==> src/clbs_pkg.sv <==
// Shared types and constants for the colored lightmap block shader.
// Used by every module under src; has no dependencies of its own.
package clbs_pkg;

    // Block geometry: side is (1 << BASE_BLOCK_LOG2) >> mip_level texels.
    localparam int BASE_BLOCK_LOG2 = 4;
    localparam int CNT_W           = BASE_BLOCK_LOG2;
    localparam int SHIFT_W         = $clog2(BASE_BLOCK_LOG2 + 1);
    localparam int MIP_W           = 2;

    // Channel and fixed-point formats.
    localparam int NCH        = 3;
    localparam int LIGHT_W    = 8;
    localparam int EDGE_W     = 27;
    localparam int EDGE_SHIFT = 17;
    localparam int SPAN_W     = 22;
    localparam int SPAN_SHIFT = 6;
    localparam int PROD_W     = SPAN_W + LIGHT_W + 1;
    localparam int CH0_SHIFT  = 11 + 10;
    localparam int CH12_SHIFT = 8 + 10;
    localparam int CH0_MAX    = 31;
    localparam int CH12_MAX   = 255;
    localparam int COLOR_W    = 16;

    // Input item kinds.
    localparam logic REQ_CORNER = 1'b0;
    localparam logic REQ_TEXEL  = 1'b1;

    // Corner indexes.
    localparam int CORNER_W = 2;
    localparam logic [CORNER_W-1:0] CORNER_TL = 2'd0;
    localparam logic [CORNER_W-1:0] CORNER_TR = 2'd1;
    localparam logic [CORNER_W-1:0] CORNER_BL = 2'd2;
    localparam logic [CORNER_W-1:0] CORNER_BR = 2'd3;

    // Configuration port.
    localparam int APB_ADDR_W = 3;
    localparam int APB_DATA_W = 32;
    localparam logic [APB_ADDR_W-3:0] REG_MIP_LEVEL = '0;

    typedef logic [MIP_W-1:0]                  mip_t;
    typedef logic [CORNER_W-1:0]               corner_t;
    typedef logic [NCH-1:0][LIGHT_W-1:0]       rgb8_t;
    typedef logic [COLOR_W-1:0]                color_t;

    // Interpolated lights for the texel being shaded, plus its walk position flags.
    typedef struct packed {
        logic [NCH-1:0][SPAN_W-1:0] light;
        logic                       last_in_row;
        logic                       last_in_block;
    } lit_state_t;

endpackage

==> src/clbs_cfg.sv <==
// APB register file for the lightmap block shader: holds mip_level.
// Depends on clbs_pkg.
module clbs_cfg (
    input  logic                                aclk,
    input  logic                                aresetn,
    input  logic                                psel,
    input  logic                                penable,
    input  logic                                pwrite,
    input  logic [clbs_pkg::APB_ADDR_W-1:0]     paddr,
    input  logic [clbs_pkg::APB_DATA_W-1:0]     pwdata,
    output logic [clbs_pkg::APB_DATA_W-1:0]     prdata,
    output logic                                pready,
    output clbs_pkg::mip_t                      mip_level
);
    import clbs_pkg::*;

    mip_t mip_reg;
    mip_t mip_next;
    logic wr_mip;

    assign pready = 1'b1;
    assign wr_mip = psel && penable && pwrite && (paddr[APB_ADDR_W-1:2] == REG_MIP_LEVEL);

    always_comb begin
        mip_next = mip_reg;
        if (wr_mip) begin
            mip_next = pwdata[MIP_W-1:0];
        end
    end

    always_ff @(posedge aclk) begin
        if (!aresetn) begin
            mip_reg <= '0;
        end else begin
            mip_reg <= mip_next;
        end
    end

    always_comb begin
        prdata = '0;
        if (paddr[APB_ADDR_W-1:2] == REG_MIP_LEVEL) begin
            prdata = APB_DATA_W'(mip_reg);
        end
    end

    assign mip_level = mip_reg;

endmodule

==> src/clbs_interp.sv <==
// Light interpolation state: corner lights, edge lights and steps, span lights
// and steps, and the row/column walk counters. Depends on clbs_pkg.
module clbs_interp (
    input  logic                 aclk,
    input  logic                 aresetn,
    input  clbs_pkg::mip_t       mip_level,
    input  logic                 corner_we,
    input  clbs_pkg::corner_t    corner_idx,
    input  clbs_pkg::rgb8_t      corner_light,
    input  logic                 texel_en,
    output clbs_pkg::lit_state_t lit
);
    import clbs_pkg::*;

    rgb8_t corner_reg [4];

    logic signed [EDGE_W-1:0] edge_l_reg [NCH];
    logic signed [EDGE_W-1:0] edge_r_reg [NCH];
    logic signed [EDGE_W-1:0] edge_l_step_reg [NCH];
    logic signed [EDGE_W-1:0] edge_r_step_reg [NCH];
    logic signed [SPAN_W-1:0] span_reg [NCH];
    logic signed [SPAN_W-1:0] span_step_reg [NCH];
    logic [CNT_W-1:0]         col_reg;
    logic [CNT_W-1:0]         row_reg;

    logic [SHIFT_W-1:0] shift_amt;
    logic [CNT_W-1:0]   mask;
    logic [CNT_W-1:0]   col;
    logic [CNT_W-1:0]   row;
    logic               blk_start;
    logic               row_start;
    logic               last_row;
    logic               last_blk;
    logic [CNT_W-1:0]   col_next;
    logic [CNT_W-1:0]   row_next;

    logic signed [EDGE_W-1:0] tl_start [NCH];
    logic signed [EDGE_W-1:0] tr_start [NCH];
    logic signed [EDGE_W-1:0] bl_start [NCH];
    logic signed [EDGE_W-1:0] br_start [NCH];
    logic signed [EDGE_W-1:0] side_l [NCH];
    logic signed [EDGE_W-1:0] side_r [NCH];
    logic signed [EDGE_W-1:0] el_step_new [NCH];
    logic signed [EDGE_W-1:0] er_step_new [NCH];
    logic signed [EDGE_W-1:0] el_cur [NCH];
    logic signed [EDGE_W-1:0] er_cur [NCH];
    logic signed [EDGE_W-1:0] el_step_cur [NCH];
    logic signed [EDGE_W-1:0] er_step_cur [NCH];
    logic signed [EDGE_W-1:0] el_next [NCH];
    logic signed [EDGE_W-1:0] er_next [NCH];
    logic signed [EDGE_W-1:0] el_scaled [NCH];
    logic signed [EDGE_W:0]   edge_gap [NCH];
    logic signed [EDGE_W:0]   gap_scaled [NCH];
    logic signed [SPAN_W-1:0] span_cur [NCH];
    logic signed [SPAN_W-1:0] step_cur [NCH];
    logic signed [SPAN_W-1:0] span_next [NCH];

    // Walk position; counters are masked so a mip change mid-block wraps cleanly.
    always_comb begin
        if (SHIFT_W'(mip_level) > SHIFT_W'(BASE_BLOCK_LOG2)) begin
            shift_amt = '0;
        end else begin
            shift_amt = SHIFT_W'(BASE_BLOCK_LOG2) - SHIFT_W'(mip_level);
        end
        mask      = ~({CNT_W{1'b1}} << shift_amt);
        col       = col_reg & mask;
        row       = row_reg & mask;
        row_start = (col == '0);
        blk_start = row_start && (row == '0);
        last_row  = (col == mask);
        last_blk  = last_row && (row == mask);
        if (last_row) begin
            col_next = '0;
            row_next = last_blk ? '0 : row + 1'b1;
        end else begin
            col_next = col + 1'b1;
            row_next = row;
        end
    end

    // Per-channel interpolation; the three channels are independent.
    always_comb begin
        for (int k = 0; k < NCH; k++) begin
            tl_start[k] = $signed({{(EDGE_W-LIGHT_W-EDGE_SHIFT){1'b0}},
                                   corner_reg[CORNER_TL][k], {EDGE_SHIFT{1'b0}}});
            tr_start[k] = $signed({{(EDGE_W-LIGHT_W-EDGE_SHIFT){1'b0}},
                                   corner_reg[CORNER_TR][k], {EDGE_SHIFT{1'b0}}});
            bl_start[k] = $signed({{(EDGE_W-LIGHT_W-EDGE_SHIFT){1'b0}},
                                   corner_reg[CORNER_BL][k], {EDGE_SHIFT{1'b0}}});
            br_start[k] = $signed({{(EDGE_W-LIGHT_W-EDGE_SHIFT){1'b0}},
                                   corner_reg[CORNER_BR][k], {EDGE_SHIFT{1'b0}}});
            side_l[k]      = bl_start[k] - tl_start[k];
            side_r[k]      = br_start[k] - tr_start[k];
            el_step_new[k] = side_l[k] >>> shift_amt;
            er_step_new[k] = side_r[k] >>> shift_amt;

            el_cur[k]      = blk_start ? tl_start[k] : edge_l_reg[k];
            er_cur[k]      = blk_start ? tr_start[k] : edge_r_reg[k];
            el_step_cur[k] = blk_start ? el_step_new[k] : edge_l_step_reg[k];
            er_step_cur[k] = blk_start ? er_step_new[k] : edge_r_step_reg[k];
            el_next[k]     = el_cur[k] + el_step_cur[k];
            er_next[k]     = er_cur[k] + er_step_cur[k];

            el_scaled[k]  = el_cur[k] >>> SPAN_SHIFT;
            edge_gap[k]   = {er_cur[k][EDGE_W-1], er_cur[k]} - {el_cur[k][EDGE_W-1], el_cur[k]};
            gap_scaled[k] = (edge_gap[k] >>> shift_amt) >>> SPAN_SHIFT;

            span_cur[k]  = row_start ? el_scaled[k][SPAN_W-1:0] : span_reg[k];
            step_cur[k]  = row_start ? gap_scaled[k][SPAN_W-1:0] : span_step_reg[k];
            span_next[k] = span_cur[k] + step_cur[k];

            lit.light[k] = span_cur[k];
        end
        lit.last_in_row   = last_row;
        lit.last_in_block = last_blk;
    end

    always_ff @(posedge aclk) begin
        if (!aresetn) begin
            for (int i = 0; i < 4; i++) begin
                corner_reg[i] <= '0;
            end
            for (int k = 0; k < NCH; k++) begin
                edge_l_reg[k]      <= '0;
                edge_r_reg[k]      <= '0;
                edge_l_step_reg[k] <= '0;
                edge_r_step_reg[k] <= '0;
                span_reg[k]        <= '0;
                span_step_reg[k]   <= '0;
            end
            col_reg <= '0;
            row_reg <= '0;
        end else begin
            if (corner_we) begin
                corner_reg[corner_idx] <= corner_light;
            end
            if (texel_en) begin
                for (int k = 0; k < NCH; k++) begin
                    edge_l_step_reg[k] <= el_step_cur[k];
                    edge_r_step_reg[k] <= er_step_cur[k];
                    edge_l_reg[k]      <= last_row ? el_next[k] : el_cur[k];
                    edge_r_reg[k]      <= last_row ? er_next[k] : er_cur[k];
                    span_reg[k]        <= span_next[k];
                    span_step_reg[k]   <= step_cur[k];
                end
                col_reg <= col_next;
                row_reg <= row_next;
            end
        end
    end

endmodule

==> src/clbs_modulate.sv <==
// Texel modulation: multiplies each color byte by its interpolated light,
// clamps, and packs the result to RGB565. Depends on clbs_pkg.
module clbs_modulate (
    input  logic [clbs_pkg::NCH-1:0][clbs_pkg::SPAN_W-1:0] light,
    input  clbs_pkg::rgb8_t                                 texel,
    output clbs_pkg::color_t                                color_565
);
    import clbs_pkg::*;

    logic signed [PROD_W-1:0] prod [NCH];
    logic [PROD_W-1:0]        scaled [NCH];
    logic [LIGHT_W-1:0]       chan [NCH];

    always_comb begin
        for (int k = 0; k < NCH; k++) begin
            prod[k]   = $signed(light[k]) * $signed({1'b0, texel[k]});
            scaled[k] = (k == 0) ? (PROD_W'(prod[k]) >> CH0_SHIFT)
                                 : (PROD_W'(prod[k]) >> CH12_SHIFT);
            // A negative light product clamps to black.
            if (prod[k][PROD_W-1]) begin
                chan[k] = '0;
            end else if (k == 0 && scaled[k] > PROD_W'(CH0_MAX)) begin
                chan[k] = LIGHT_W'(CH0_MAX);
            end else if (k != 0 && scaled[k] > PROD_W'(CH12_MAX)) begin
                chan[k] = LIGHT_W'(CH12_MAX);
            end else begin
                chan[k] = scaled[k][LIGHT_W-1:0];
            end
        end
        color_565 = {chan[2][7:3], chan[1][7:2], chan[0][4:0]};
    end

endmodule

==> src/colored_lightmap_block_shader_unit.sv <==
// Top level of the colored lightmap block shader: input register, light
// interpolation, modulation and result register. Depends on clbs_pkg,
// clbs_cfg, clbs_interp and clbs_modulate.
//
//   Channel   Direction   Transfers
//   s_*       in          corner light samples and texel colors (tuser says which)
//   m_*       out         one RGB565 lit texel for each texel item, none for corners
//   APB       in/out      mip_level register at byte address 0
//
// An accepted item sits in the input register, where its texel result is
// computed and captured in the result register; one item per cycle is
// sustained while m_tready is high. The per-block and per-row setup of the edge
// and span lights happens in the same cycle as the texel that starts the block
// or row. Reset is synchronous and active low and clears all interpolation
// state and counters. A stall on m_tready holds the result register and stops
// texel items in the input register; corner items still drain past it.
module colored_lightmap_block_shader_unit (
    input  logic                             aclk,
    input  logic                             aresetn,
    // Input stream.
    input  logic                             s_tvalid,
    output logic                             s_tready,
    // tdata from bit 0: light_c0, light_c1, light_c2, texel_c0, texel_c1, texel_c2.
    input  logic [47:0]                      s_tdata,
    // tuser from bit 0: req_type, corner[1:0].
    input  logic [2:0]                       s_tuser,
    // Result stream.
    output logic                             m_tvalid,
    input  logic                             m_tready,
    // tdata: color_565.
    output logic [15:0]                      m_tdata,
    // tlast: last_in_row.
    output logic                             m_tlast,
    // tuser: last_in_block.
    output logic                             m_tuser,
    // Configuration port.
    input  logic                             psel,
    input  logic                             penable,
    input  logic                             pwrite,
    input  logic [clbs_pkg::APB_ADDR_W-1:0]  paddr,
    input  logic [clbs_pkg::APB_DATA_W-1:0]  pwdata,
    output logic [clbs_pkg::APB_DATA_W-1:0]  prdata,
    output logic                             pready
);
    import clbs_pkg::*;

    mip_t mip_level;

    // Input register.
    logic    in_vld_reg;
    logic    in_vld_next;
    logic    in_type_reg;
    corner_t in_corner_reg;
    rgb8_t   in_light_reg;
    rgb8_t   in_texel_reg;
    logic    in_take;

    // Result register.
    logic   out_vld_reg;
    logic   out_vld_next;
    color_t out_color_reg;
    logic   out_lrow_reg;
    logic   out_lblk_reg;

    logic       advance;
    logic       texel_en;
    logic       corner_we;
    lit_state_t lit;
    color_t     color_565;

    clbs_cfg u_cfg (
        .aclk      (aclk),
        .aresetn   (aresetn),
        .psel      (psel),
        .penable   (penable),
        .pwrite    (pwrite),
        .paddr     (paddr),
        .pwdata    (pwdata),
        .prdata    (prdata),
        .pready    (pready),
        .mip_level (mip_level)
    );

    // A corner item never needs the result register, so it retires at once;
    // a texel item retires when the result register is free or being drained.
    assign advance   = in_vld_reg && ((in_type_reg == REQ_CORNER) || !out_vld_reg || m_tready);
    assign texel_en  = advance && (in_type_reg == REQ_TEXEL);
    assign corner_we = advance && (in_type_reg == REQ_CORNER);
    assign s_tready  = !in_vld_reg || advance;
    assign in_take   = s_tvalid && s_tready;

    always_comb begin
        in_vld_next = in_vld_reg;
        if (in_take) begin
            in_vld_next = 1'b1;
        end else if (advance) begin
            in_vld_next = 1'b0;
        end
        out_vld_next = out_vld_reg;
        if (texel_en) begin
            out_vld_next = 1'b1;
        end else if (m_tready) begin
            out_vld_next = 1'b0;
        end
    end

    always_ff @(posedge aclk) begin
        if (!aresetn) begin
            in_vld_reg  <= 1'b0;
            out_vld_reg <= 1'b0;
        end else begin
            in_vld_reg  <= in_vld_next;
            out_vld_reg <= out_vld_next;
        end
    end

    // Payload registers carry no reset.
    always_ff @(posedge aclk) begin
        if (in_take) begin
            in_type_reg   <= s_tuser[0];
            in_corner_reg <= s_tuser[2:1];
            in_light_reg  <= s_tdata[23:0];
            in_texel_reg  <= s_tdata[47:24];
        end
        if (texel_en) begin
            out_color_reg <= color_565;
            out_lrow_reg  <= lit.last_in_row;
            out_lblk_reg  <= lit.last_in_block;
        end
    end

    clbs_interp u_interp (
        .aclk         (aclk),
        .aresetn      (aresetn),
        .mip_level    (mip_level),
        .corner_we    (corner_we),
        .corner_idx   (in_corner_reg),
        .corner_light (in_light_reg),
        .texel_en     (texel_en),
        .lit          (lit)
    );

    clbs_modulate u_modulate (
        .light     (lit.light),
        .texel     (in_texel_reg),
        .color_565 (color_565)
    );

    assign m_tvalid = out_vld_reg;
    assign m_tdata  = out_color_reg;
    assign m_tlast  = out_lrow_reg;
    assign m_tuser  = out_lblk_reg;

endmodule
==> config.mk <==
export PLATFORM = sky130hd
export DESIGN_NAME = colored_lightmap_block_shader_unit
export DESIGN_NICKNAME = d
export VERILOG_FILES = /design/src/clbs_pkg.sv /design/src/clbs_cfg.sv /design/src/clbs_interp.sv /design/src/clbs_modulate.sv /design/src/colored_lightmap_block_shader_unit.sv
export SDC_FILE = /design/constraint.sdc
export NUM_CORES = 2
export LEC_CHECK = 0
export ABC_CLOCK_PERIOD_IN_PS = 50000
export BUFFER_PORTS_ARGS = -buffer_cell sky130_fd_sc_hd__buf_2
export CAP_MARGIN = 20
export CORE_MARGIN = 2
export CORE_UTILIZATION = 28
export CTS_BUF_LIST = sky130_fd_sc_hd__clkbuf_8 sky130_fd_sc_hd__clkbuf_16
export DETAILED_ROUTE_END_ITERATION = 7
export PLACE_DENSITY = 0.42
export SYNTH_ARGS = -nofsm -noshare
export SYNTH_HDL_FRONTEND = slang
export SYNTH_HIERARCHICAL = 1
export SYNTH_SLANG_ARGS = --single-unit
==> constraint.sdc <==
create_clock -name aclk -period 50 [get_ports aclk]
set_input_delay 7.5 -clock aclk [delete_from_list [all_inputs] [get_ports aclk]]
set_output_delay 7.5 -clock aclk [all_outputs]
set_load 0.05 [all_outputs]
# Word level (Yosys, flattened, before mapping)
# Memory sizes are Yosys's and may differ from the RTL's.
# Index checks and enable logic that the tools add are counted.
# Widths: inputs -> output; s select.
[totals] reg_bits=81 ramBits=552 input_bits=93 output_inout_bits=53 elab_cells=171 mem_count=7
[memory_table] name="u_interp.corner_reg" words=4 word_bits=24 read_ports=4 rd_clocked_by_memory_dff=0 wr=4 line_no="clbs_interp.sv:15" source="rgb8_t corner_reg [4];"
[memory_table] name="u_interp.edge_l_reg" words=3 word_bits=27 read_ports=3 rd_clocked_by_memory_dff=0 wr=3 line_no="clbs_interp.sv:17" source="logic signed [EDGE_W-1:0] edge_l_reg [NCH];"
[memory_table] name="u_interp.edge_l_step_reg" words=3 word_bits=27 read_ports=3 rd_clocked_by_memory_dff=0 wr=3 line_no="clbs_interp.sv:19" source="logic signed [EDGE_W-1:0] edge_l_step_reg [NCH];"
[memory_table] name="u_interp.edge_r_reg" words=3 word_bits=27 read_ports=3 rd_clocked_by_memory_dff=0 wr=3 line_no="clbs_interp.sv:18" source="logic signed [EDGE_W-1:0] edge_r_reg [NCH];"
[memory_table] name="u_interp.edge_r_step_reg" words=3 word_bits=27 read_ports=3 rd_clocked_by_memory_dff=0 wr=3 line_no="clbs_interp.sv:20" source="logic signed [EDGE_W-1:0] edge_r_step_reg [NCH];"
[memory_table] name="u_interp.span_reg" words=3 word_bits=22 read_ports=3 rd_clocked_by_memory_dff=0 wr=3 line_no="clbs_interp.sv:21" source="logic signed [SPAN_W-1:0] span_reg [NCH];"
[memory_table] name="+1 memories"
[classes] n_addsub=21 mul=3 n_lt_le_gt_ge=4 n_eq_ne=2 shift=10 muxes=64 bitwise=23 reduce_logical=19
[op_table] op="$mux 27" n=30
[op_table] op="$mux 22" n=12
[op_table] op="$add 27x27->27" n=6
[op_table] op="$sshr 27x3->27" n=6
[op_table] op="$sub 25x25->26" n=6
[op_table] op="$mul 22x9->31" n=3
[op_table] op="$sshr 28x3->28" n=3
[op_table] op="$sub 27x27->28" n=3
[op_table] op="$add 22x22->22" n=3
[op_table] op="$gt 13x8->1 const B" n=2
[op_table] op="$mux 24" n=1
[op_table] op="$reduce_or 24->1" n=1
[op_table] op="$or 1x1->1" n=18
[op_table] op="$mux 8" n=2
[op_table] op="$mux 1" n=12
[op_table] op="$mux 4" n=3
[op_table] op="$gt 10x5->1 const B" n=1
[op_table] op="$logic_and 1x1->1" n=9
[op_table] op="$add 4x1->4 const B" n=2
[op_table] op="$and 4x4->4" n=2
[op_table] op="$eq 4x4->1" n=2
[op_table] op="$logic_not 4->1" n=2
[op_table] op="$mux 5" n=1
[op_table] op="$mux 2" n=2
[op_table] op="9 further kinds" n=14

# Logic depth before layout (Yosys ltp)
[depth] depth_word=13 mapped_depth=50 mapped_depth_nobuf=33

# Cells and area by module
# The synthesis kept the hierarchy.
[modules_own_cells] mod="clbs_interp" instances=1 cells_per_inst=5330 area_each_um2=46200.6 seq_area_each_um2=16736.1
[modules_own_cells] mod="clbs_modulate" instances=1 cells_per_inst=2041 area_each_um2=17479.3 seq_area_each_um2=0.0
[modules_own_cells] mod="colored_lightmap_block_shader_unit" instances=1 cells_per_inst=80 area_each_um2=2185.8 seq_area_each_um2=2112.0
[modules_own_cells] mod="clbs_cfg" instances=1 cells_per_inst=44 area_each_um2=346.6 seq_area_each_um2=40.0

# Worst setup path after synthesis
# OpenSTA, ideal clock, no wires.
[synth_timing] path_type="input -> register" startpoint="in m_tready" endpoint="reg u_interp.col_reg[3]" setup_time_ps=125 arrival_time_ps=21155 required_ps=49875 path_slack_ps=28720 stages=5 n_path_buf=0 cell_sequence="nand2b_1 > nor2b_1 > nand2b_1 > o21ai_0 > a22o_1"
[synth_via] elab_chain_len=3
[synth_lines] item="from (decl)" line_no="colored_lightmap_block_shader_unit.sv:29" source="input logic m_tready,"
[synth_lines] item="$logic_or 1x1->1" line_no="colored_lightmap_block_shader_unit.sv:86" source="assign advance = in_vld_reg && ((in_type_reg == REQ_CORNER) || !out_vld_reg || m_tready);"
[synth_lines] item="$logic_and 1x1->1" line_no="colored_lightmap_block_shader_unit.sv:86"
[synth_lines] item="$logic_and 1x1->1" line_no="colored_lightmap_block_shader_unit.sv:87" source="assign texel_en = advance && (in_type_reg == REQ_TEXEL);"
[synth_lines] item="to (signal assigned)" line_no="clbs_interp.sv:146" source="col_reg <= col_next;"
[synth_lines] item="to (decl)" line_no="clbs_interp.sv:23" source="logic [CNT_W-1:0] col_reg;"
# No other way between the ends.
# A chain may end at the register's enable or synchronous reset.

# Final worst setup path
[layout_timing] startpoint="in paddr[2] (netlist bit)" endpoint="out prdata[1] (netlist bit)"
[layout_via] elab_chain_len=1
[layout_lines] item="from (decl)" line_no="colored_lightmap_block_shader_unit.sv:40" source="input logic [clbs_pkg::APB_ADDR_W-1:0] paddr,"
[layout_lines] item="$mux 2" line_no="clbs_cfg.sv:41" source="if (paddr[APB_ADDR_W-1:2] == REG_MIP_LEVEL) begin"
[layout_lines] item="to (decl)" line_no="colored_lightmap_block_shader_unit.sv:42" source="output logic [clbs_pkg::APB_DATA_W-1:0] prdata,"
# No other way between the ends.

==> impl_metrics.toml <==
[power]
combPwrFrac = 0.402
swShare = 0.385
cellLeakagePower_nw = 32.5
internal-power_mw = 1.32
clkPwrFrac = 0.298
seqPwrFrac = 0.299
ir_drop_mv = 0.0271
cellPowerDensity_nw_per_um2 = 29.4
switchingPower_uw = 827

[sta]
rsz0062_at_grt = "no"
setup_tns_ns = 0
hold_viol_final = 0
fin_crit_ns = 15.55
relSlewSlack = 0.168
skew_ns = 0.0797
fmax_mhz = 64.3
worst_hold_slack_ns = 0.481
tightest_slew_ns = 1.24
maxSlewViolCount = 0
setup_viol = 0
period_share = 0.311

[worst_setup_path]
critPathMaxStageDelay_ns = 0.25
critPathSlowestCell = "buf_2"
cp_common_cell = "buf_2"
path_cells = "buf_2, and2b_2, buf_2"
critPathMaxFanout = 3
crit_arrival_ns = 8.05
end_kind = "primary output"
r2r_start = "u_cfg/mip_level[0]"
crit_type = "in -> out"
required_ns = 42.50
reg2reg_slack_ns = 39.35
r2r_end = "u_interp/span_reg[0][43]"
startpoint_type = "primary input"
worstRegToRegCells = 33

[finish]
largest_reg_flops = 96
layout_common_cells = "nand2_1, inv_1, edfxtp_1, and2_1, nor2_1"
layout_commonest_cell = "nand2_1"
layout.nets = 8426
area_growth_pct = 10.3
n_fill_cell = 25000
drive_above_1_share = 0.0647

[drt]
route.detailed.wl_per_inst_um = 19.6
viasPerCell = 4.97
via_count = 53000
drc_errors = 0
dr.pass1.iters = 5
drt-initial-drc-count = 3157
postRouteAntennaNets = 0
wirelength_mm = 209

[flow_run]
cap_violations = 0

[logic_synthesis]
synth_edf_count = 621
avgSynthCellArea_um2 = 8.83
yosysUniqueCellTypes = 120
synthArstFlopShare = 0
yosysSeqAreaShare = 0.285
synth_seq_cells = 633
ys_warn_count = 6
syn-cell-area_um2 = 66200
synthCells = 7495
dominantRegCellSynth = "edfxtp_1"

[floorplanning]
die_h_um = 490
initial_core_util = 0.282
fp-row-count = 178
dieArea_um2 = 240000
core_area_um2 = 235000
ios = 146
die_x_um = 490

[clock_tree]
insertion_delay_ns = 0.76
clock_sinks = 633
numCtsBuffers = 90
ctsResizeCount = 0
htree_levels = 3
cts_tree = "built"
cts_setup_buffers = 0
cts_hold_buffers = 0
cts_root_buffer = "clkbuf_16"
clk_pin_slew_ns = 0.06
clk_path_buf_depth = 3

[hold_path]
min_from = "u_interp/row_reg[1]"
holdPathEnd = "u_interp/row_reg[1]"
hold_depth = 2
min_path_type = "reg -> reg"

[place]
dp_hpwl_mm = 152
place.gp.congestion = 0.823
placement.io_buffers = 82

[grt]
grt_pass1_wl_mm = 322
track_usage = 0.170
grt_max_degree = 153
grt-ovfl-total = 0
grt_pass1_vias = 52600
antenna_found_initial = 5

[outcome]
run_status = "completed"
[worst max-delay path, delay by kind of cell]
| family | cells | cell delay [ns] |
|---|---|---|
| simple gates | 1 | 0.19 |
| buf+inv | 2 | 0.36 |
[power groups by stage]
| stage | logic, mW | clock network [mW] | registers [mW] |
|---|---|---|---|
| detailed placement | 0.864 | 0 | 0.655 |
| finish | 0.865 | 0.641 | 0.644 |
| floorplan | 0.653 | 0 | 0.656 |
| global route | 0.979 | 0.683 | 0.648 |
| CTS | 0.870 | 0.667 | 0.644 |
| global placement | 0.859 | 0 | 0.654 |
[cells by family after synthesis]
logic type / share of synthesized area
xor gates and xnor gates: 0.0398
buffers and inverters: 0.0700
muxes: 0.0276
DFF: 0.285
AOI/OAI and AO/OA: 0.163
adders and majority gates: 0.223
and+or+nand+nor: 0.191
other: 0.000113
[area by class of cell]
class / count / area [µm²] / share of cell area
Antenna cell: 3 / 7.51 / 0.000103
Clock buffer: 94 / 2320 / 0.0317
Inverter: 779 / 2930 / 0.0402
Tap cell: 3150 / 3940 / 0.0540
Sequential cell: 633 / 18900 / 0.259
Multi-Input combinational cell: 5713 / 42900 / 0.587
Clock inverter: 70 / 566 / 0.00774
Timing Repair Buffer: 221 / 1490 / 0.0203
[metal layers]
| metal | wire length, µm | vias up | part of all wire | global-route usage |
|---|---|---|---|---|
| li1 | - | 25700 | - | - |
| met1 | 105000 | 26200 | 0.50 | 0.249 |
| met2 | 91300 | 906 | 0.44 | 0.266 |
| met3 | 7540 | 190 | 0.036 | 0.0189 |
| met4 | 4640 | 0 | 0.022 | 0.0374 |
| met5 | 0 | - | 0 | 0 |
[cell usage after synthesis (14+ instances only)]
cell type | count | area share
nand2_1 | 891 | 0.051
inv_1 | 776 | 0.044
edfxtp_1 | 621 | 0.28
and2_1 | 565 | 0.053
nor2_1 | 523 | 0.030
a21oi_1 | 472 | 0.036
ha_1 | 472 | 0.089
fa_1 | 423 | 0.13
o21ai_0 | 370 | 0.028
clkbuf_1 | 284 | 0.016
xnor2_1 | 194 | 0.026
a21o_1 | 130 | 0.015
mux2i_1 | 125 | 0.019
and3_1 | 122 | 0.012
xor2_1 | 103 | 0.014
nor3_1 | 102 | 0.0077
nand3_1 | 98 | 0.0074
a211oi_1 | 92 | 0.010
nand2b_1 | 73 | 0.0069
o21a_1 | 65 | 0.0074
nor2b_1 | 63 | 0.0060
o211ai_1 | 62 | 0.0070
a31oi_1 | 52 | 0.0049
or3_1 | 48 | 0.0045
mux2_2 | 41 | 0.0070
buf_1 | 37 | 0.0021
buf_2 | 37 | 0.0028
buf_4 | 37 | 0.0042
maj3_1 | 36 | 0.0054
o31ai_1 | 35 | 0.0040
a21boi_0 | 33 | 0.0037
a22o_1 | 32 | 0.0042
a22oi_1 | 29 | 0.0033
nand4_1 | 29 | 0.0027
o22ai_1 | 28 | 0.0026
o21ai_1 | 27 | 0.0020
o21bai_1 | 27 | 0.0031
or2_2 | 23 | 0.0022
a211o_1 | 19 | 0.0025
a221oi_1 | 15 | 0.0020
a41oi_1 | 15 | 0.0020
a221o_1 | 14 | 0.0021
[per-stage QoR]
step,cell area (µm²),std cells,setup WS (ns),power (mW),util
final,73100,10700,34.45,2.15,0.311
after global routing,73000,10700,34.43,2.31,0.311
after CTS,73000,10700,34.45,2.18,0.310
after detailed placement,70100,10500,34.45,1.52,0.298
after global placement,70100,10500,34.45,1.51,0.298
after floorplan,66300,7524,28.72,1.31,-
[how the worst max path moves through the flow]
stage / startpoint / end / slack (ns)
2_1_floorplan: m_tready / u_interp/col_reg[3] / 28.72
5_1_grt: paddr[2] / prdata[1] / 34.43
3_5_place_dp: paddr[2] / prdata[1] / 34.45
3_3_place_gp: paddr[2] / prdata[1] / 34.45
4_1_cts: paddr[2] / prdata[1] / 34.45
6_report: paddr[2] / prdata[1] / 34.45
No activity file was read; power rests on OpenSTA's default activity.
